===== config.mk =====
export PLATFORM = sky130hd
export DESIGN_NAME = field_weakening_current_regulator
export DESIGN_NICKNAME = d
export VERILOG_FILES = /design/src/hw/rtl/fwcr_pkg.sv /design/src/hw/rtl/field_weakening_current_regulator.sv /design/src/hw/rtl/fwcr_mul.sv /design/src/hw/rtl/fwcr_sqrt.sv
export SDC_FILE = /design/constraint.sdc
export NUM_CORES = 1
export LEC_CHECK = 0
export BUFFER_PORTS_ARGS = -buffer_cell sky130_fd_sc_hd__buf_4
export CAP_MARGIN = 20
export CORE_MARGIN = 3
export CORE_UTILIZATION = 60
export CTS_BUF_LIST = sky130_fd_sc_hd__clkbuf_4 sky130_fd_sc_hd__clkbuf_8
export DETAILED_ROUTE_END_ITERATION = 6
export HOLD_SLACK_MARGIN = 0.08
export MAX_ROUTING_LAYER = met4
export PLACE_DENSITY_LB_ADDON = 0.08
export SLEW_MARGIN = 20
export SYNTH_ARGS = -nofsm -noshare
export SYNTH_HDL_FRONTEND = slang
export SYNTH_SLANG_ARGS = --single-unit

===== constraint.sdc =====
create_clock -name clock -period 12 [get_ports clock]
set_input_delay 1.8 -clock clock [delete_from_list [all_inputs] [get_ports clock]]
set_output_delay 1.8 -clock clock [all_outputs]
set_load 0.02 [all_outputs]

===== src/hw/rtl/fwcr_pkg.sv =====
// Field weakening regulator: shared constants and register index codes.
// No dependencies.
package fwcr_pkg;

   localparam int CSR_ADDR_W = 5;
   localparam int CSR_DATA_W = 32;
   localparam int REG_IDX_W  = 3;

   localparam int CFG_W      = 15;
   localparam int CFG_WIDE_W = 16;
   localparam int INJ_W      = 16;
   localparam int CALC_W     = 18;
   localparam int CMUL_W     = 16;
   localparam int CROOT_W    = 15;

   localparam logic [REG_IDX_W-1:0] REG_ENABLE    = 3'd0;
   localparam logic [REG_IDX_W-1:0] REG_THRESHOLD = 3'd1;
   localparam logic [REG_IDX_W-1:0] REG_GAIN      = 3'd2;
   localparam logic [REG_IDX_W-1:0] REG_EXIT_STEP = 3'd3;
   localparam logic [REG_IDX_W-1:0] REG_STEP_LIM  = 3'd4;
   localparam logic [REG_IDX_W-1:0] REG_INJ_LIM   = 3'd5;
   localparam logic [REG_IDX_W-1:0] REG_CUR_LIM   = 3'd6;

   localparam logic [CFG_WIDE_W-1:0] THRESHOLD_RST = 16'd20000;
   localparam logic [CFG_WIDE_W-1:0] GAIN_RST      = 16'd256;
   localparam logic [CFG_W-1:0]      EXIT_STEP_RST = 15'd5;
   localparam logic [CFG_W-1:0]      STEP_LIM_RST  = 15'd50;
   localparam logic [CFG_W-1:0]      INJ_LIM_RST   = 15'd10000;
   localparam logic [CFG_W-1:0]      CUR_LIM_RST   = 15'd20000;

endpackage


===== src/hw/rtl/field_weakening_current_regulator.sv =====
// Voltage-feedback field weakening regulator, top level with APB registers.
// The work runs through the serial multiplier (two squares, then gain times excess) and the serial root.
// One tick in flight; the next word is taken once the result sits in the output register.
// Synchronous active-high reset: registers to defaults, injection and flag to zero.
// Uses fwcr_pkg, fwcr_mul and fwcr_sqrt.
module field_weakening_current_regulator #(
   parameter int VOLT_WIDTH    = 16,
   parameter int CURRENT_WIDTH = 16
) (
   input  logic clock,
   input  logic reset,
   input  logic req_tvalid,
   output logic req_tready,
   // voltage_d, voltage_q, q_current_ref, zero pad
   input  logic [((2*VOLT_WIDTH+CURRENT_WIDTH+7)/8)*8-1:0] req_tdata,
   output logic rsp_tvalid,
   input  logic rsp_tready,
   // d_current_ref, zero pad
   output logic [((CURRENT_WIDTH+7)/8)*8-1:0] rsp_tdata,
   // weakening_active
   output logic rsp_tuser,
   input  logic csr_psel,
   input  logic csr_penable,
   input  logic csr_pwrite,
   input  logic [fwcr_pkg::CSR_ADDR_W-1:0] csr_paddr,
   input  logic [fwcr_pkg::CSR_DATA_W-1:0] csr_pwdata,
   output logic [fwcr_pkg::CSR_DATA_W-1:0] csr_prdata,
   output logic csr_pready
);

   import fwcr_pkg::*;

   localparam int VW        = VOLT_WIDTH;
   localparam int CW        = CURRENT_WIDTH;
   localparam int RSP_W     = ((CW+7)/8)*8;
   localparam int MW        = (VW > CFG_WIDE_W) ? VW : CFG_WIDE_W;
   localparam int AW        = (CW > CFG_WIDE_W) ? CW : CFG_WIDE_W;
   localparam int TW        = (CW > CALC_W) ? CW : CALC_W;
   localparam int FLOOR_MAG = (CW > INJ_W) ? 32768 : (1 << (CW-1));
   localparam logic signed [CALC_W-1:0] FLOOR_VAL = CALC_W'(-FLOOR_MAG);

   localparam logic [2:0] S_IDLE = 3'd0;
   localparam logic [2:0] S_SQ1  = 3'd1;
   localparam logic [2:0] S_SQ2  = 3'd2;
   localparam logic [2:0] S_ROOT = 3'd3;
   localparam logic [2:0] S_GAIN = 3'd4;
   localparam logic [2:0] S_UPD  = 3'd5;

   logic [2:0] state_ff, state_in;

   logic                  enable_ff;
   logic [CFG_WIDE_W-1:0] thr_ff;
   logic [CFG_WIDE_W-1:0] gain_ff;
   logic [CFG_W-1:0]      exit_ff;
   logic [CFG_W-1:0]      step_ff;
   logic [CFG_W-1:0]      ilim_ff;
   logic [CFG_W-1:0]      clim_ff;

   logic signed [INJ_W-1:0] inj_ff, inj_in;
   logic                    act_ff, act_in;
   logic                    over_ff;
   logic [VW-1:0]           aq_ff;
   logic [2*MW-1:0]         sq1_ff;
   logic                    rsp_valid_ff;
   logic [CW-1:0]           rsp_data_ff;
   logic                    rsp_user_ff;

   logic                  csr_wr;
   logic [REG_IDX_W-1:0]  csr_idx;
   logic                  accept;
   logic [VW-1:0]         vd_raw, vq_raw;
   logic [CW-1:0]         iq_raw;
   logic [VW-1:0]         ad, aq;
   logic [CW-1:0]         aiq;
   logic [AW-1:0]         aiq_ext;
   logic                  in_circle;
   logic [CFG_W-1:0]      cd;
   logic [CMUL_W-1:0]     cs;

   logic                  mv_start, mv_busy;
   logic [MW-1:0]         mv_a, mv_b;
   logic [2*MW-1:0]       mv_prod;
   logic                  mc_busy;
   logic [2*CMUL_W-1:0]   mc_prod;
   logic                  root_start;
   logic [2*MW-1:0]       sumsq;
   logic                  sv_busy, sc_busy;
   logic [VW-1:0]         mag;
   logic [CROOT_W-1:0]    bound;
   logic                  roots_done;
   logic [MW-1:0]         mag_ext, thr_ext, excess;
   logic                  over;
   logic [2*MW-17:0]      dec_raw;
   logic [CFG_W-1:0]      dec;
   logic                  upd_go;
   logic signed [CALC_W-1:0] inj18, t, dec18, exit18, ilim18, bnd18;
   logic signed [TW-1:0]  t_wide;

   // input fields
   assign vd_raw = req_tdata[VW-1:0];
   assign vq_raw = req_tdata[2*VW-1:VW];
   assign iq_raw = req_tdata[2*VW+CW-1:2*VW];

   assign ad  = vd_raw[VW-1] ? (~vd_raw + 1'b1) : vd_raw;
   assign aq  = vq_raw[VW-1] ? (~vq_raw + 1'b1) : vq_raw;
   assign aiq = iq_raw[CW-1] ? (~iq_raw + 1'b1) : iq_raw;

   // clim^2 - iq^2 = (clim - |iq|) * (clim + |iq|), zero outside the circle
   assign aiq_ext   = AW'(aiq);
   assign in_circle = (aiq_ext < AW'(clim_ff));
   assign cd        = clim_ff - aiq_ext[CFG_W-1:0];
   assign cs        = {1'b0, clim_ff} + {1'b0, aiq_ext[CFG_W-1:0]};

   assign req_tready = (state_ff == S_IDLE);
   assign accept     = req_tvalid && req_tready;

   always_comb begin
      case (state_ff)
         S_IDLE: begin
            mv_a = MW'(ad);
            mv_b = MW'(ad);
         end
         S_SQ1: begin
            mv_a = MW'(aq_ff);
            mv_b = MW'(aq_ff);
         end
         S_ROOT: begin
            mv_a = MW'(gain_ff);
            mv_b = excess;
         end
         default: begin
            mv_a = '0;
            mv_b = '0;
         end
      endcase
   end

   assign roots_done = !sv_busy && !sc_busy;
   assign mag_ext    = MW'(mag);
   assign thr_ext    = MW'(thr_ff);
   assign over       = (mag_ext > thr_ext);
   assign excess     = mag_ext - thr_ext;

   assign mv_start = (accept && enable_ff)
                  || (state_ff == S_SQ1 && !mv_busy)
                  || (state_ff == S_ROOT && roots_done && over);
   assign root_start = (state_ff == S_SQ2) && !mv_busy;
   assign sumsq      = sq1_ff + mv_prod;

   fwcr_mul #(.W(MW)) u_mul_v (
      .clock   (clock),
      .reset   (reset),
      .start   (mv_start),
      .a       (mv_a),
      .b       (mv_b),
      .busy    (mv_busy),
      .product (mv_prod)
   );

   fwcr_mul #(.W(CMUL_W)) u_mul_c (
      .clock   (clock),
      .reset   (reset),
      .start   (accept && enable_ff),
      .a       (in_circle ? {1'b0, cd} : {CMUL_W{1'b0}}),
      .b       (cs),
      .busy    (mc_busy),
      .product (mc_prod)
   );

   fwcr_sqrt #(.W(VW)) u_sqrt_v (
      .clock    (clock),
      .reset    (reset),
      .start    (root_start),
      .radicand (sumsq[2*VW-1:0]),
      .busy     (sv_busy),
      .root     (mag)
   );

   fwcr_sqrt #(.W(CROOT_W)) u_sqrt_c (
      .clock    (clock),
      .reset    (reset),
      .start    (root_start && !mc_busy),
      .radicand (mc_prod[2*CROOT_W-1:0]),
      .busy     (sc_busy),
      .root     (bound)
   );

   // decrease = gain * excess / 65536, capped at the step limit
   assign dec_raw = mv_prod[2*MW-1:16];
   assign dec     = (dec_raw > (2*MW-16)'(step_ff)) ? step_ff : dec_raw[CFG_W-1:0];

   assign inj18  = CALC_W'(inj_ff);
   assign dec18  = $signed({3'b000, dec});
   assign exit18 = $signed({3'b000, exit_ff});
   assign ilim18 = $signed({3'b000, ilim_ff});
   assign bnd18  = $signed({3'b000, bound});

   always_comb begin
      t      = '0;
      act_in = 1'b0;
      if (enable_ff) begin
         if (over_ff) begin
            t      = inj18 - dec18;
            act_in = 1'b1;
         end else begin
            t = inj18;
            if (inj18 < 0) begin
               t = inj18 + exit18;
               if (t > 0) begin
                  t = '0;
               end
            end
            act_in = (t < 0) ? act_ff : 1'b0;
         end
         if (t < -ilim18) begin
            t = -ilim18;
         end
         if (t < -bnd18) begin
            t = -bnd18;
         end
         if (t < FLOOR_VAL) begin
            t = FLOOR_VAL;
         end
      end
   end

   assign inj_in = t[INJ_W-1:0];
   assign t_wide = TW'(t);
   assign upd_go = (state_ff == S_UPD) && (!rsp_valid_ff || rsp_tready);

   always_comb begin
      state_in = state_ff;
      case (state_ff)
         S_IDLE: begin
            if (accept) begin
               state_in = enable_ff ? S_SQ1 : S_UPD;
            end
         end
         S_SQ1: begin
            if (!mv_busy) begin
               state_in = S_SQ2;
            end
         end
         S_SQ2: begin
            if (!mv_busy) begin
               state_in = S_ROOT;
            end
         end
         S_ROOT: begin
            if (roots_done) begin
               state_in = over ? S_GAIN : S_UPD;
            end
         end
         S_GAIN: begin
            if (!mv_busy) begin
               state_in = S_UPD;
            end
         end
         S_UPD: begin
            if (upd_go) begin
               state_in = S_IDLE;
            end
         end
         default: state_in = S_IDLE;
      endcase
   end

   always_ff @(posedge clock) begin
      if (reset) begin
         state_ff     <= S_IDLE;
         inj_ff       <= '0;
         act_ff       <= 1'b0;
         rsp_valid_ff <= 1'b0;
      end else begin
         state_ff <= state_in;
         if (upd_go) begin
            inj_ff       <= inj_in;
            act_ff       <= act_in;
            rsp_valid_ff <= 1'b1;
         end else if (rsp_tready) begin
            rsp_valid_ff <= 1'b0;
         end
      end
   end

   always_ff @(posedge clock) begin
      if (accept) begin
         aq_ff <= aq;
      end
      if (state_ff == S_SQ1 && !mv_busy) begin
         sq1_ff <= mv_prod;
      end
      if (state_ff == S_ROOT && roots_done) begin
         over_ff <= over;
      end else if (accept) begin
         over_ff <= 1'b0;
      end
      if (upd_go) begin
         rsp_data_ff <= t_wide[CW-1:0];
         rsp_user_ff <= act_in;
      end
   end

   assign rsp_tvalid = rsp_valid_ff;
   assign rsp_tdata  = RSP_W'(rsp_data_ff);
   assign rsp_tuser  = rsp_user_ff;

   // register port
   assign csr_pready = 1'b1;
   assign csr_idx    = csr_paddr[CSR_ADDR_W-1:2];
   assign csr_wr     = csr_psel && csr_penable && csr_pwrite && csr_pready;

   always_ff @(posedge clock) begin
      if (reset) begin
         enable_ff <= 1'b0;
         thr_ff    <= THRESHOLD_RST;
         gain_ff   <= GAIN_RST;
         exit_ff   <= EXIT_STEP_RST;
         step_ff   <= STEP_LIM_RST;
         ilim_ff   <= INJ_LIM_RST;
         clim_ff   <= CUR_LIM_RST;
      end else if (csr_wr) begin
         case (csr_idx)
            REG_ENABLE:    enable_ff <= csr_pwdata[0];
            REG_THRESHOLD: thr_ff    <= csr_pwdata[CFG_WIDE_W-1:0];
            REG_GAIN:      gain_ff   <= csr_pwdata[CFG_WIDE_W-1:0];
            REG_EXIT_STEP: exit_ff   <= csr_pwdata[CFG_W-1:0];
            REG_STEP_LIM:  step_ff   <= csr_pwdata[CFG_W-1:0];
            REG_INJ_LIM:   ilim_ff   <= csr_pwdata[CFG_W-1:0];
            REG_CUR_LIM:   clim_ff   <= csr_pwdata[CFG_W-1:0];
            default: ;
         endcase
      end
   end

   always_comb begin
      case (csr_idx)
         REG_ENABLE:    csr_prdata = CSR_DATA_W'(enable_ff);
         REG_THRESHOLD: csr_prdata = CSR_DATA_W'(thr_ff);
         REG_GAIN:      csr_prdata = CSR_DATA_W'(gain_ff);
         REG_EXIT_STEP: csr_prdata = CSR_DATA_W'(exit_ff);
         REG_STEP_LIM:  csr_prdata = CSR_DATA_W'(step_ff);
         REG_INJ_LIM:   csr_prdata = CSR_DATA_W'(ilim_ff);
         REG_CUR_LIM:   csr_prdata = CSR_DATA_W'(clim_ff);
         default:       csr_prdata = '0;
      endcase
   end

endmodule


===== src/hw/rtl/fwcr_mul.sv =====
// Bit-serial shift-add multiplier, one multiplier bit per cycle.
// Standalone; used by the field weakening regulator top level.
module fwcr_mul #(
   parameter int W = 16
) (
   input  logic           clock,
   input  logic           reset,
   input  logic           start,
   input  logic [W-1:0]   a,
   input  logic [W-1:0]   b,
   output logic           busy,
   output logic [2*W-1:0] product
);

   localparam int CNT_W = $clog2(W);

   logic             busy_ff;
   logic [CNT_W-1:0] cnt_ff;
   logic [W-1:0]     a_ff;
   logic [W-1:0]     hi_ff;
   logic [W-1:0]     lo_ff;
   logic [W:0]       sum;

   assign sum = {1'b0, hi_ff} + (lo_ff[0] ? {1'b0, a_ff} : {(W+1){1'b0}});

   always_ff @(posedge clock) begin
      if (reset) begin
         busy_ff <= 1'b0;
         cnt_ff  <= '0;
      end else if (start) begin
         busy_ff <= 1'b1;
         cnt_ff  <= CNT_W'(W-1);
      end else if (busy_ff) begin
         cnt_ff <= cnt_ff - 1'b1;
         if (cnt_ff == '0) begin
            busy_ff <= 1'b0;
         end
      end
   end

   always_ff @(posedge clock) begin
      if (start) begin
         a_ff  <= a;
         hi_ff <= '0;
         lo_ff <= b;
      end else if (busy_ff) begin
         hi_ff <= sum[W:1];
         lo_ff <= {sum[0], lo_ff[W-1:1]};
      end
   end

   assign busy    = busy_ff;
   assign product = {hi_ff, lo_ff};

endmodule


===== src/hw/rtl/fwcr_sqrt.sv =====
// Digit-serial integer square root, one root bit per cycle.
// Standalone; used by the field weakening regulator top level.
module fwcr_sqrt #(
   parameter int W = 16
) (
   input  logic           clock,
   input  logic           reset,
   input  logic           start,
   input  logic [2*W-1:0] radicand,
   output logic           busy,
   output logic [W-1:0]   root
);

   localparam int CNT_W = $clog2(W);

   logic             busy_ff;
   logic [CNT_W-1:0] cnt_ff;
   logic [2*W-1:0]   rad_ff;
   logic [W+1:0]     rem_ff;
   logic [W-1:0]     root_ff;
   logic [W+3:0]     rem_sh;
   logic [W+3:0]     trial;
   logic             ge;
   logic [W+3:0]     rem_next;

   assign rem_sh   = {rem_ff, rad_ff[2*W-1:2*W-2]};
   assign trial    = {2'b00, root_ff, 2'b01};
   assign ge       = (rem_sh >= trial);
   assign rem_next = ge ? (rem_sh - trial) : rem_sh;

   always_ff @(posedge clock) begin
      if (reset) begin
         busy_ff <= 1'b0;
         cnt_ff  <= '0;
      end else if (start) begin
         busy_ff <= 1'b1;
         cnt_ff  <= CNT_W'(W-1);
      end else if (busy_ff) begin
         cnt_ff <= cnt_ff - 1'b1;
         if (cnt_ff == '0) begin
            busy_ff <= 1'b0;
         end
      end
   end

   always_ff @(posedge clock) begin
      if (start) begin
         rad_ff  <= radicand;
         rem_ff  <= '0;
         root_ff <= '0;
      end else if (busy_ff) begin
         rad_ff  <= {rad_ff[2*W-3:0], 2'b00};
         rem_ff  <= rem_next[W+1:0];
         root_ff <= {root_ff[W-2:0], ge};
      end
   end

   assign busy = busy_ff;
   assign root = root_ff;

endmodule

# [Yosys cells after proc, flatten, opt, wreduce, memory -nomap -nowiden]
# Cells that the tools add are included.
[totals] register_bits=424 output_inout_bits=52 wordCells=196 input_bits=92
[classes] n_eq_ne=17 n_addsub=19 bitwise=3 reduce_logical=40 mux=67 n_lt_le_gt_ge=11
[ops] op="$mux W18" n=11
[ops] op="$mux W16" n=10
[ops] op="$pmux W16 S7" n=1
[ops] op="$pmux W16 S3" n=2
[ops] op="$mux W32" n=2
[ops] op="$mux W30" n=2
[ops] op="$add A16 B1 Y16 const B" n=3
[ops] op="$not A16 Y16" n=3
[ops] op="$lt A18 B18 Y1" n=2
[ops] op="$neg A15 Y18" n=2
[ops] op="$add A16 B17 Y17" n=2
[ops] op="$add A32 B32 Y32" n=1
[ops] op="$mux W4" n=8
[ops] op="$mux W15" n=2
[ops] op="$mux W3" n=7
[ops] op="$ge A20 B18 Y1" n=1
[ops] op="$mux W1" n=20
[ops] op="$ge A19 B17 Y1" n=1
[ops] op="$lt A18 B1 Y1 const B" n=1
[ops] op="$lt A18 B16 Y1 const B" n=1
[ops] op="$pmux W3 S6" n=1
[ops] op="$sub A18 B18 Y18" n=1
[ops] op="$add A16 B16 Y17" n=1
[ops] op="$gt A17 B1 Y1 const B" n=1
[ops] op="25 further kinds" n=71

# [Depth between registers and ports, before layout]
# Gate-level depths: netlist of the first run.
[depth] word_depth=17 mapped_depth=46 ltp_nobuf=43

# [By module]
# Synthesis of the first run repeated with hierarchy kept, for this count alone.
[hier_totals] hier_cells=3379 hier_area_um2=29766.0
[by_module_without_submodules] mod="field_weakening_current_regulator" area_per_inst_um2=16565.9 n_inst=1 cells_per_inst=2118 seq_area_each_um2=4264.1
[by_module_without_submodules] mod="fwcr_sqrt (u_sqrt_v)" area_per_inst_um2=3898.7 n_inst=1 cells_per_inst=385 seq_area_each_um2=1741.7
[by_module_without_submodules] mod="fwcr_sqrt (u_sqrt_c)" area_per_inst_um2=3652.3 n_inst=1 cells_per_inst=355 seq_area_each_um2=1641.6
[by_module_without_submodules] mod="fwcr_mul (u_mul_v)" area_per_inst_um2=2867.8 n_inst=1 cells_per_inst=265 seq_area_each_um2=1381.3
[by_module_without_submodules] mod="fwcr_mul (u_mul_c)" area_per_inst_um2=2781.4 n_inst=1 cells_per_inst=256 seq_area_each_um2=1381.3

# [Least setup slack after synthesis of the first run]
# No wires, ideal clock.
[synth_timing] kind="reg-to-reg" startpoint="reg step_ff[14]" endpoint="reg inj_ff[11]" arrival_ns=8.495 path_buffers=5 setup_slack_ns=3.419 setup_ns=0.086 path_stages_with_launch=39 required_time_ns=11.914 synth_period_minus_slack_ns=8.581 cell_sequence="dfxtp_1 inv_1 ha_1 nand4_1 or4_1 o211ai_1 o31a_1 clkbuf_1 clkbuf_1 mux2i_1 ha_1 a211o_1 or3_1 o211a_1 o211ai_1 a21oi_1 a21o_1 inv_1 [... 3 more ...] nor2_1 or2_1 and2_1 a311oi_4 xnor2_1 clkbuf_1 a211oi_1 o21bai_1 ha_1 a2111oi_0 o21ai_0 o211ai_1 a31oi_1 o221ai_1 o211ai_1 clkbuf_1 o21a_1 a211oi_1"
[synth_between] elab_chain_cells=14
[synth_lines] item="from (decl)" line_no="field_weakening_current_regulator.sv:55" rtl="logic [CFG_W-1:0] step_ff;"
[synth_lines] item="from (signal assigned)" line_no="field_weakening_current_regulator.sv:328" rtl="REG_STEP_LIM: step_ff <= csr_pwdata[CFG_W-1:0];"
[synth_lines] item="$gt A16 B15 Y1" line_no="field_weakening_current_regulator.sv:190" rtl="assign dec = (dec_raw > (2*MW-16)'(step_ff)) ? step_ff : dec_raw[CFG_W-1:0];"
[synth_lines] item="$mux W15 (*)" line_no="field_weakening_current_regulator.sv:190"
[synth_lines] item="$sub A16 B16 Y17 (*)" line_no="field_weakening_current_regulator.sv:203" rtl="t = inj18 - dec18;"
[synth_lines] item="$mux W18 (*)" line_no="field_weakening_current_regulator.sv:202" rtl="if (over_ff) begin"
[synth_lines] item="$mux W18 (*)" line_no="field_weakening_current_regulator.sv:201" rtl="if (enable_ff) begin"
[synth_lines] item="$lt A18 B18 Y1" line_no="field_weakening_current_regulator.sv:215" rtl="if (t < -ilim18) begin"
[synth_lines] item="$mux W18 (*)" line_no="field_weakening_current_regulator.sv:215"
[synth_lines] item="$mux W18 (*)" line_no="field_weakening_current_regulator.sv:201"
[synth_lines] item="$lt A18 B18 Y1" line_no="field_weakening_current_regulator.sv:218" rtl="if (t < -bnd18) begin"
[synth_lines] item="$mux W18 (*)" line_no="field_weakening_current_regulator.sv:218"
[synth_lines] item="$mux W18 (*)" line_no="field_weakening_current_regulator.sv:201"
[synth_lines] item="$lt A18 B16 Y1" line_no="field_weakening_current_regulator.sv:221" rtl="if (t < FLOOR_VAL) begin"
[synth_lines] item="$mux W16 (*)" line_no="field_weakening_current_regulator.sv:221"
[synth_lines] item="$mux W16 (*)" line_no="field_weakening_current_regulator.sv:201"
[synth_lines] item="to (signal assigned)" line_no="field_weakening_current_regulator.sv:277" rtl="inj_ff <= inj_in;"
[synth_lines] item="to (decl)" line_no="field_weakening_current_regulator.sv:59" rtl="logic signed [INJ_W-1:0] inj_ff, inj_in;"
# Every way passes the cells marked *; elsewhere a longest branch is shown, timed or not. The select of a mux whose other input is x is not followed.
# A chain may end at the register's enable or synchronous reset.

# [Final worst setup path of the first run]
[layout_timing] startpoint="reg step_ff[10]" endpoint="reg inj_ff[5]"
# Same word-level chain as after synthesis.

==> results of run 1 <==
==> synthesized netlist by cell type (14+ instances only) <==
library cell and n:
sky130_fd_sc_hd__edfxtp_1 191, sky130_fd_sc_hd__nor2b_1 38, sky130_fd_sc_hd__mux2i_1 102, sky130_fd_sc_hd__o21ai_0 196
sky130_fd_sc_hd__nand4_1 27, sky130_fd_sc_hd__inv_1 208, sky130_fd_sc_hd__nand3_1 55, sky130_fd_sc_hd__nor3_1 65
sky130_fd_sc_hd__a21o_1 46, sky130_fd_sc_hd__buf_4 17, sky130_fd_sc_hd__xor2_1 76, sky130_fd_sc_hd__dfxtp_1 232
sky130_fd_sc_hd__nand2b_1 39, sky130_fd_sc_hd__o211ai_1 35, sky130_fd_sc_hd__and3_1 20, sky130_fd_sc_hd__nor4_1 19
sky130_fd_sc_hd__clkbuf_1 113, sky130_fd_sc_hd__o21a_1 46, sky130_fd_sc_hd__a31oi_1 19, sky130_fd_sc_hd__a21oi_1 284
sky130_fd_sc_hd__nand2_1 483, sky130_fd_sc_hd__a221oi_1 21, sky130_fd_sc_hd__a22oi_1 14, sky130_fd_sc_hd__nor2_1 272
sky130_fd_sc_hd__o21bai_1 20, sky130_fd_sc_hd__ha_1 254, sky130_fd_sc_hd__o31ai_1 26, sky130_fd_sc_hd__or3_1 29
sky130_fd_sc_hd__xnor2_1 127, sky130_fd_sc_hd__a211oi_1 38, sky130_fd_sc_hd__and2_1 40
==> through the flow <==
step,instances,worst slack [ps],instance area (um^2)
floorplan,3395,3420,28900
global placement,3979,2030,30100
detailed placement,3979,1810,30100
CTS,4116,1770,31700
global route,4118,1100,31700
finish,4118,1700,31700
==> worst max-delay path: cells and delay by family (launching register included) <==
family / cells / cell delay [ps]
adder cells (fa/ha/maj): 5 / 1750
flip-flops: 1 / 540
buffers and inverters: 4 / 730
multiplexers: 1 / 390
AND/OR/NAND/NOR: 7 / 1720
XOR/XNOR: 1 / 910
AO/OA/AOI/OAI: 18 / 4120
==> registers in the layout (all words and copies together) (netlist names), 15 cells and up <==
signal / count
sq1_ff: 32
u_sqrt_v.rad_ff: 32
u_sqrt_c.rad_ff: 30
u_sqrt_v.rem_ff: 18
u_sqrt_c.rem_ff: 17
aq_ff: 16
gain_ff: 16
inj_ff: 16
rsp_tdata: 16
thr_ext: 16
u_mul_c.hi_ff: 16
u_mul_c.lo_ff: 16
u_mul_v.a_ff: 16
u_mul_v.hi_ff: 16
u_mul_v.lo_ff: 16
u_sqrt_v.root: 16
clim_ff: 15
exit_ff: 15
ilim_ff: 15
step_ff: 15
u_mul_c.a_ff: 15
u_sqrt_c.root: 15
==> layout by cell type (no fill, tap or decap), types with 39 or more instances in the layout <==
cell                         n
sky130_fd_sc_hd__xnor2_1   127
sky130_fd_sc_hd__o21ai_0   196
sky130_fd_sc_hd__inv_1     208
sky130_fd_sc_hd__nor2_1    269
sky130_fd_sc_hd__buf_4     128
sky130_fd_sc_hd__and2_1     40
sky130_fd_sc_hd__nand3_1    54
sky130_fd_sc_hd__nand2b_1   39
sky130_fd_sc_hd__nor3_1     62
sky130_fd_sc_hd__a21o_1     46
sky130_fd_sc_hd__xor2_1     76
sky130_fd_sc_hd__mux2i_1   102
sky130_fd_sc_hd__edfxtp_1  191
sky130_fd_sc_hd__nand2_1   483
sky130_fd_sc_hd__o21a_1     46
sky130_fd_sc_hd__dfxtp_1   230
sky130_fd_sc_hd__clkbuf_8   87
sky130_fd_sc_hd__ha_1      254
sky130_fd_sc_hd__a21oi_1   283
==> power by group <==
group          switching, W  internal [W]
logic               0.00221       0.00148
clock network      0.000628      0.000855
registers          0.000244       0.00193
total               0.00308       0.00427
==> per-layer routing <==
layer	share of wire, %	track usage, %	routed length, um
met5	0	-	0
met4	3.5	10.9	2880
met3	8.3	5.18	6870
met2	43	49.4	35800
met1	45	46.5	37400
==> area by class of cell <==
cell class                      count  area (um^2)  share of cell area (%)
Multi-Input combinational cell   2610        17200                    54.2
Sequential cell                   423        10400                    32.7
Clock buffer                      114         1400                    4.41
Timing Repair Buffer              128          961                    3.03
Inverter                          212          796                    2.51
Tap cell                          607          759                    2.39
Clock inverter                     23          250                   0.788
Antenna cell                        1         2.50                 0.00788
==> worst max-delay path by stage <==
stage	start	endpoint	cells after the start
floorplan	step_ff[14]	inj_ff[11]	38
global placement	step_ff[14]	inj_ff[4]	36
detailed placement	step_ff[14]	inj_ff[2]	36
CTS	step_ff[10]	inj_ff[2]	36
global route	step_ff[10]	inj_ff[5]	37
finish	step_ff[10]	inj_ff[5]	36
==> cell families (layout without fill, tap and decap cells) <==
kind of cell | count (synthesis) | count (layout) | synth area share [%]
adders and majority gates | 262 | 262 | 11.6
DFF | 423 | 423 | 35.9
buffers and inverters | 362 | 477 | 4.99
AOI/OAI and AO/OA | 873 | 873 | 19.3
xor gates and xnor gates | 204 | 204 | 6.21
other | 2 | 18 | 0.0260
and+or+nand+nor | 1145 | 1145 | 18.2
muxes | 109 | 109 | 3.85
==> impl.org, run 1 <==
** Global route
- Number of antenna violations at the first check in global routing :: 1
- Vias in the first global route :: around 24000
- Overall Global Routing Usage :: 33.2%
- For this run the aggregate overflow at the end of global routing stands at 0.
- Maximum number of pins on one net before global-route repair :: just over 100
- First-pass GRT wire length :: 129000 um

** Routing
- DRC :: 1
- The first TritonRoute pass finished after 7 iterations.
- Final routed wire length divided by cell count :: 20.1 um
- For this block, the routed nets add up to slightly above 80000 um of wire.
- Violation count after the first detailed-routing iteration :: 2666
- In the routed layout, each cell is associated on average with a via count of ~6.1.
- Across all layers, the routed design uses 25300 vias.
- In this run the remaining antenna-violating nets after routing total 0.

** Worst setup path
- Critical path arrival :: 10850 ps
- In this run the critical register-to-register path is captured at inj_ff[5].
- Cell with the largest stage delay on the worst path :: sky130_fd_sc_hd__xnor2_1
- Worst R2R Start :: step_ff[10]
- At the worst endpoint, the required time is 12550 ps.
- Endpoint class of the critical path :: register
- In this run the register-to-register setup slack is 1700 ps.
- Slowest Stage Delay on Critical Path :: 910 ps
- The number of cells on the worst reg-to-reg path is 36.
- Critical Path Start Type :: register
- Critical path class :: register to register
- Peak fanout along the critical path :: 16

** Synthesis
- For this run, the leading register cell type out of synthesis is sky130_fd_sc_hd__dfxtp_1.
- Sequential fraction of the synthesis area :: 35.9%
- In this run the biggest area consumer among cell types represents about a fifth of the synthesized area.
- Yosys printed 0 warnings.
- Syn avg cell area :: 8.55 um^2
- The synthesized netlist contains 94 unique library cells.
- Mapped Area :: around 29000 um^2
- Counting flops and latches in the post-synthesis netlist gives 423.
- After technology mapping, the gate count stands at ~3400.
- Counting flops with a built-in enable in the synthesized netlist gives 191.
- Dominant cell type by area after synthesis :: sky130_fd_sc_hd__edfxtp_1
- Ranked by total cell area, the synthesized netlist is headed by sky130_fd_sc_hd__edfxtp_1 20%, sky130_fd_sc_hd__dfxtp_1 16%, sky130_fd_sc_hd__ha_1 11%.
- After synthesis, the share of flip-flops with an asynchronous set or reset is 0%.

** Outcome
- The flow ran to the end, but the final reports show violations.
- Violated checks :: DRC

** CTS
- Bufs on Longest Clock Path :: 3
- The number of clock buffers added by TritonCTS is 74.
- TritonCTS built the clock tree.
- The H-tree was split into 3 levels.
- Clock-pin slew was measured on the worst setup and hold paths at 60 ps.
- Once the clock tree was built, the resizer swapped 0 gates to a different size.
- The number of hold buffers added after CTS was 0.
- Post-CTS setup buffer count :: 0
- In this run the clock root is driven by a sky130_fd_sc_hd__clkbuf_8.
- Num Clock Sinks :: 423
- Clk_lat worst skew :: between 600 and 700 ps

** Power and ir drop
- Leakage power figure :: ~13 nW
- Worst voltage drop across the vdd grid :: 0.000176 V
- Post-layout power :: approximately 0.0074 W
- P per Cell Area :: 232 nW/um^2

** Placed design
- After legalization and detailed placement, the total HPWL measured between 60000 and 70000 um.
- Routability-driven placement finished with a final weighted congestion of about 0.97.
- Port buffer count :: roughly 110

** Hold path
- The min-delay analysis places its worst path in the category register to register.
- Origin of the worst min-delay path :: thr_ext[4]
- Along the worst hold path, the cell count comes to 2.
- Hold Path Sink :: thr_ext[4]

** Timing
- Worst relative slew slack :: 21.9%
- The count of final hold-check violations was 0.
- Endpoints failing setup :: 0
- The final count of pins violating max slew is 0.
- Setup total negative slack on the finished layout was measured at 0 ps.
- The final critical path takes up 85.8% of the cycle.
- Subtracting the final worst setup slack from the clock period gives 10300 ps.
- Across the routed clock network, the largest skew measured is 26.4 ps.
- Maximum clock frequency :: a little under 100 MHz
- Worst hold-check slack :: 456 ps
- Unrepaired setup endpoints after global routing :: false
- For the pin with the worst max-slew slack, the measured transition is 1170 ps.

** Die
- For this design the top-level I/O count stands at 144.
- Die footprint :: 50800 um^2
- Horiz. Die Dim :: 225 um
- Initial Util :: 61.4%
- Core footprint :: around 47000 um^2
- The die is 225 um tall.
- After floorplanning, the core was divided into just under 80 placement rows.

** Cells and area
- Fraction of layout instances using a drive strength above 1 :: 9.03%
- Area growth, synth to finish :: 9.89%
- For this run, the post-layout net count is 3803.
- Number of inserted filler cells in the final layout :: 3924
- Cells fill 67.5% of the core in the end.

** Run
- The tool flagged a number of max-cap violations equal to 0.
No activity file was read; power rests on OpenSTA's default activity.
==> run 2: changes to the inputs <==
--- a/config.mk
+++ b/config.mk
@@ -7,8 +7,9 @@
 export LEC_CHECK = 0
 export BUFFER_PORTS_ARGS = -buffer_cell sky130_fd_sc_hd__buf_4
 export CAP_MARGIN = 20
-export CORE_MARGIN = 3
-export CORE_UTILIZATION = 60
+export CELL_PAD_IN_SITES_DETAIL_PLACEMENT = 0
+export CELL_PAD_IN_SITES_GLOBAL_PLACEMENT = 2
+export CORE_UTILIZATION = 40
 export CTS_BUF_LIST = sky130_fd_sc_hd__clkbuf_4 sky130_fd_sc_hd__clkbuf_8
 export DETAILED_ROUTE_END_ITERATION = 6
 export HOLD_SLACK_MARGIN = 0.08
==> impl.org, run 2 (synthesis results as in run 1) <==
** Placed design
- The placed cell area came to 30600 um^2 (+1.7%).
- Port buffer count :: 108 (unchanged)
- GPL Wtd Cong :: 0.922 (-5.3%)
- DP Cell Count :: 4329 (+8.8%)
- The placed wire-length estimate came to 70400 um (+12%).

** Routing
- DRC :: 0 (-1)
- The remaining antenna violation count is 0 (unchanged).
- Routed via count :: 24800 (-1.9%)
- The final routed wirelength across all metal layers came to 92100 um (+11%).
- Length of the first detailed-routing pass in iterations :: 5 (-2)
- Vias per cell :: 5.54 (-9.8%)
- Final routed wire length divided by cell count :: 20.6 um (+2.2%)
- Violation count after the first detailed-routing iteration :: 1757 (-34%)

** Power and ir drop
- P per Cell Area :: 229 nW/um^2 (-1.2%)
- Switch share :: 42.3% (+0.38 points)
- Worst voltage drop across the vdd grid :: 0.000121 V (-32%)
- The power share of the clock group is 20.3% (about the same).
- The relative contribution of sequential cells to total power is 29.4% (-0.2 points).
- The combinational power share is 50.2% (about the same).
- Leakage power figure :: 13.3 nW (+0.57%)
- The cell-internal power is 0.00426 W (-0.23%).
- The power after layout was 0.00738 W (+0.42%).
- Net Sw Power :: 0.00312 W (+1.3%)

** Timing
- Endpoints failing setup :: 0 (unchanged)
- The maximum clock frequency was 96.0 MHz (-1.1%).
- The worst slew margin relative to its limit is 26.9% (+5.0 points).
- The final setup TNS came to 0 ps (unchanged).
- The post-route clock period utilization is 86.8% (+1.0 points).
- Setup repair after global routing left no endpoint under its margin.
- Time the worst path needs with I/O delays and setup :: 10420 ps (+119 ps)
- Clock Skew :: 29.2 ps (+2.81 ps)
- The final count of pins violating max slew is 0 (unchanged).
- Slew at the pin closest to its max-slew limit :: 1090 ps (-85.9 ps)
- Final hold violation count :: 0 (unchanged)

** Die
- The initial standard-cell utilization of the core is 40.4% (-21 points).
- Placement Rows :: 98 (+24%)
- The die area is 73300 um^2 (+44%).
- I/O pin count :: 144 (unchanged)
- Core footprint :: 71500 um^2 (+52%)
- The x dimension of the die came to 271 um (+20%).
- Die boundary height :: 271 um (+20%)

** Worst setup path
- On the critical path the largest part of the delay comes from compound AO/OA/AOI/OAI gates.
- Origin of the worst setup path :: step_ff[10]
- Peak fanout along the critical path :: 16 (unchanged)
- The slowest stage of the critical path belongs to the cell sky130_fd_sc_hd__xor2_2.
- STA classifies the critical path endpoint as a register.
- Worst R2R Start :: step_ff[10]
- The required time of the critical path is 12390 ps (-160 ps).
- Critical Path Start Type :: register
- The worst register-to-register path ends at rsp_tdata[4].
- FF-to-FF setup slack :: 1580 ps (-120 ps)
- The buffering stage count on the worst path with inverters included came to 5 (+1).
- The worst setup path is of the register to register kind.
- The data arrival time of the critical path came to 10810 ps (-40 ps).
- The delay of the slowest cell on the worst path came to 750 ps (-160 ps).
- Depth of the most critical reg-to-reg path :: 37 (+2.8%)

** Cells and area
- The top cell types in the final layout, fill and taps aside, are 483 x sky130_fd_sc_hd__nand2_1, 284 x sky130_fd_sc_hd__a21oi_1, 270 x sky130_fd_sc_hd__nor2_1.
- The share of cells above drive strength 1 is 9.30% (+0.27 points).
- Most frequent standard cell in the layout excluding fill and tap cells :: sky130_fd_sc_hd__nand2_1
- The largest registers in the layout are sq1_ff (32), u_sqrt_v.rad_ff (32), u_sqrt_c.rad_ff (30).
- The number of nets in the layout is 3814 (+0.29%).
- Number of inserted filler cells in the final layout :: 7114 (+81%)
- Area growth, synth to finish :: 11.7%
- Final core utilization :: 45.1% (-22 points)
- The final instance area came to 32300 um^2 (+1.6%).
- The final instance count without filler cells came to 4478 (+8.7%).

** CTS
- The setup fix buffers added after clock tree synthesis is 0 (unchanged).
- Post-CTS Resized :: 0 (unchanged)
- Clock tree root buffer cell :: sky130_fd_sc_hd__clkbuf_8
- The clock latency on the worst-skew pair came to 680 ps (about the same).
- The total number of clock tree sinks was 423 (unchanged).
- Bufs on Longest Clock Path :: 3 (unchanged)
- The number of H-tree levels was 3 (unchanged).
- TritonCTS built the clock tree.
- Hold buffer count at CTS :: 0 (unchanged)
- Clock-pin slew on the worst setup and hold paths :: 60 ps (about the same)
- Clock buffer count from CTS :: 79 (+6.8%)

** Global route
- The via count of the first global-routing pass is 23800 (+0.88%).
- First-pass GRT wire length :: 142000 um (+9.5%)
- The total track usage came to 25.6% (-7.6 points).
- Number of antenna violations at the first check in global routing :: 1 (unchanged)
- The residual overflow from global routing is 0 (unchanged).
- The pin count of the biggest net entering global routing is 78 (-23%).

** Hold path
- The tightest min-delay check is of the register to register type.
- Worst hold path cell count :: 2 (unchanged)
- In this run the most critical hold path is launched from thr_ext[12].
- Hold Path Sink :: thr_ext[12]

** Run
- Max-cap viol count :: 0 (unchanged)

** Outcome
- Result of the run :: finished, final reports clean
-- run 2: cell count changes in the layout (fill, tap and decap cells not counted), sizes merged --
cell / change
clkinvlp: -2
diode: +1
bufinv: -1
clkbuf: +2
inv: +2
clkinv: +9
buf: +6
-- run 2: worst max path at each step --
stage                         to  slack (ps)  depth (start not counted)
global route        rsp_tdata[4]         930                         42
detailed placement  rsp_tdata[4]        1780                         38
CTS                 rsp_tdata[4]        1710                         38
finish              rsp_tdata[4]        1580                         37
floorplan             inj_ff[11]        3420                         38
global placement    rsp_tdata[4]        1870                         41
-- run 2: cell type report --
cell class,count,area [um^2],area share [%]
sequential,423,10400,32.2
tap,950,1190,3.69
timing repair buffer,134,1030,3.18
clock buffer,116,1410,4.37
antenna,2,5.00,0.0155
clock inverter,31,265,0.822
inverter,212,796,2.47
multi-input combinational,2610,17200,53.3
-- run 2: power groups by stage --
stage          clock, W  combinational [W]  sequential [W]
3_3_place_gp          0            0.00361         0.00219
3_5_place_dp          0            0.00367         0.00220
5_1_grt         0.00161            0.00416         0.00221
4_1_cts         0.00155            0.00370         0.00218
6_report        0.00150            0.00371         0.00217
2_1_floorplan         0            0.00280         0.00210
-- run 2: routing by layer --
layer / GRT usage [%] / up-vias / wire length [um]
met5: - / - / 0
met3: 3.40 / 96 / 4780
met2: 38.0 / 629 / 39600
met4: 5.61 / 0 / 1590
met1: 36.8 / 11900 / 46100
li1: - / 12200 / -
-- run 2: worst min-delay path, stage by stage (launching register included) --
cell,delay (ps)
sky130_fd_sc_hd__dfxtp_1,310
sky130_fd_sc_hd__nand2_1,50
sky130_fd_sc_hd__a21oi_1,50
-- run 2: through the flow --
stage / hold slack (ps) / setup slack (ps)
after floorplan: 436 / 3420
final: 455 / 1580
after global placement: 442 / 1870
after detailed placement: 450 / 1780
after global routing: 467 / 930
after CTS: 458 / 1710
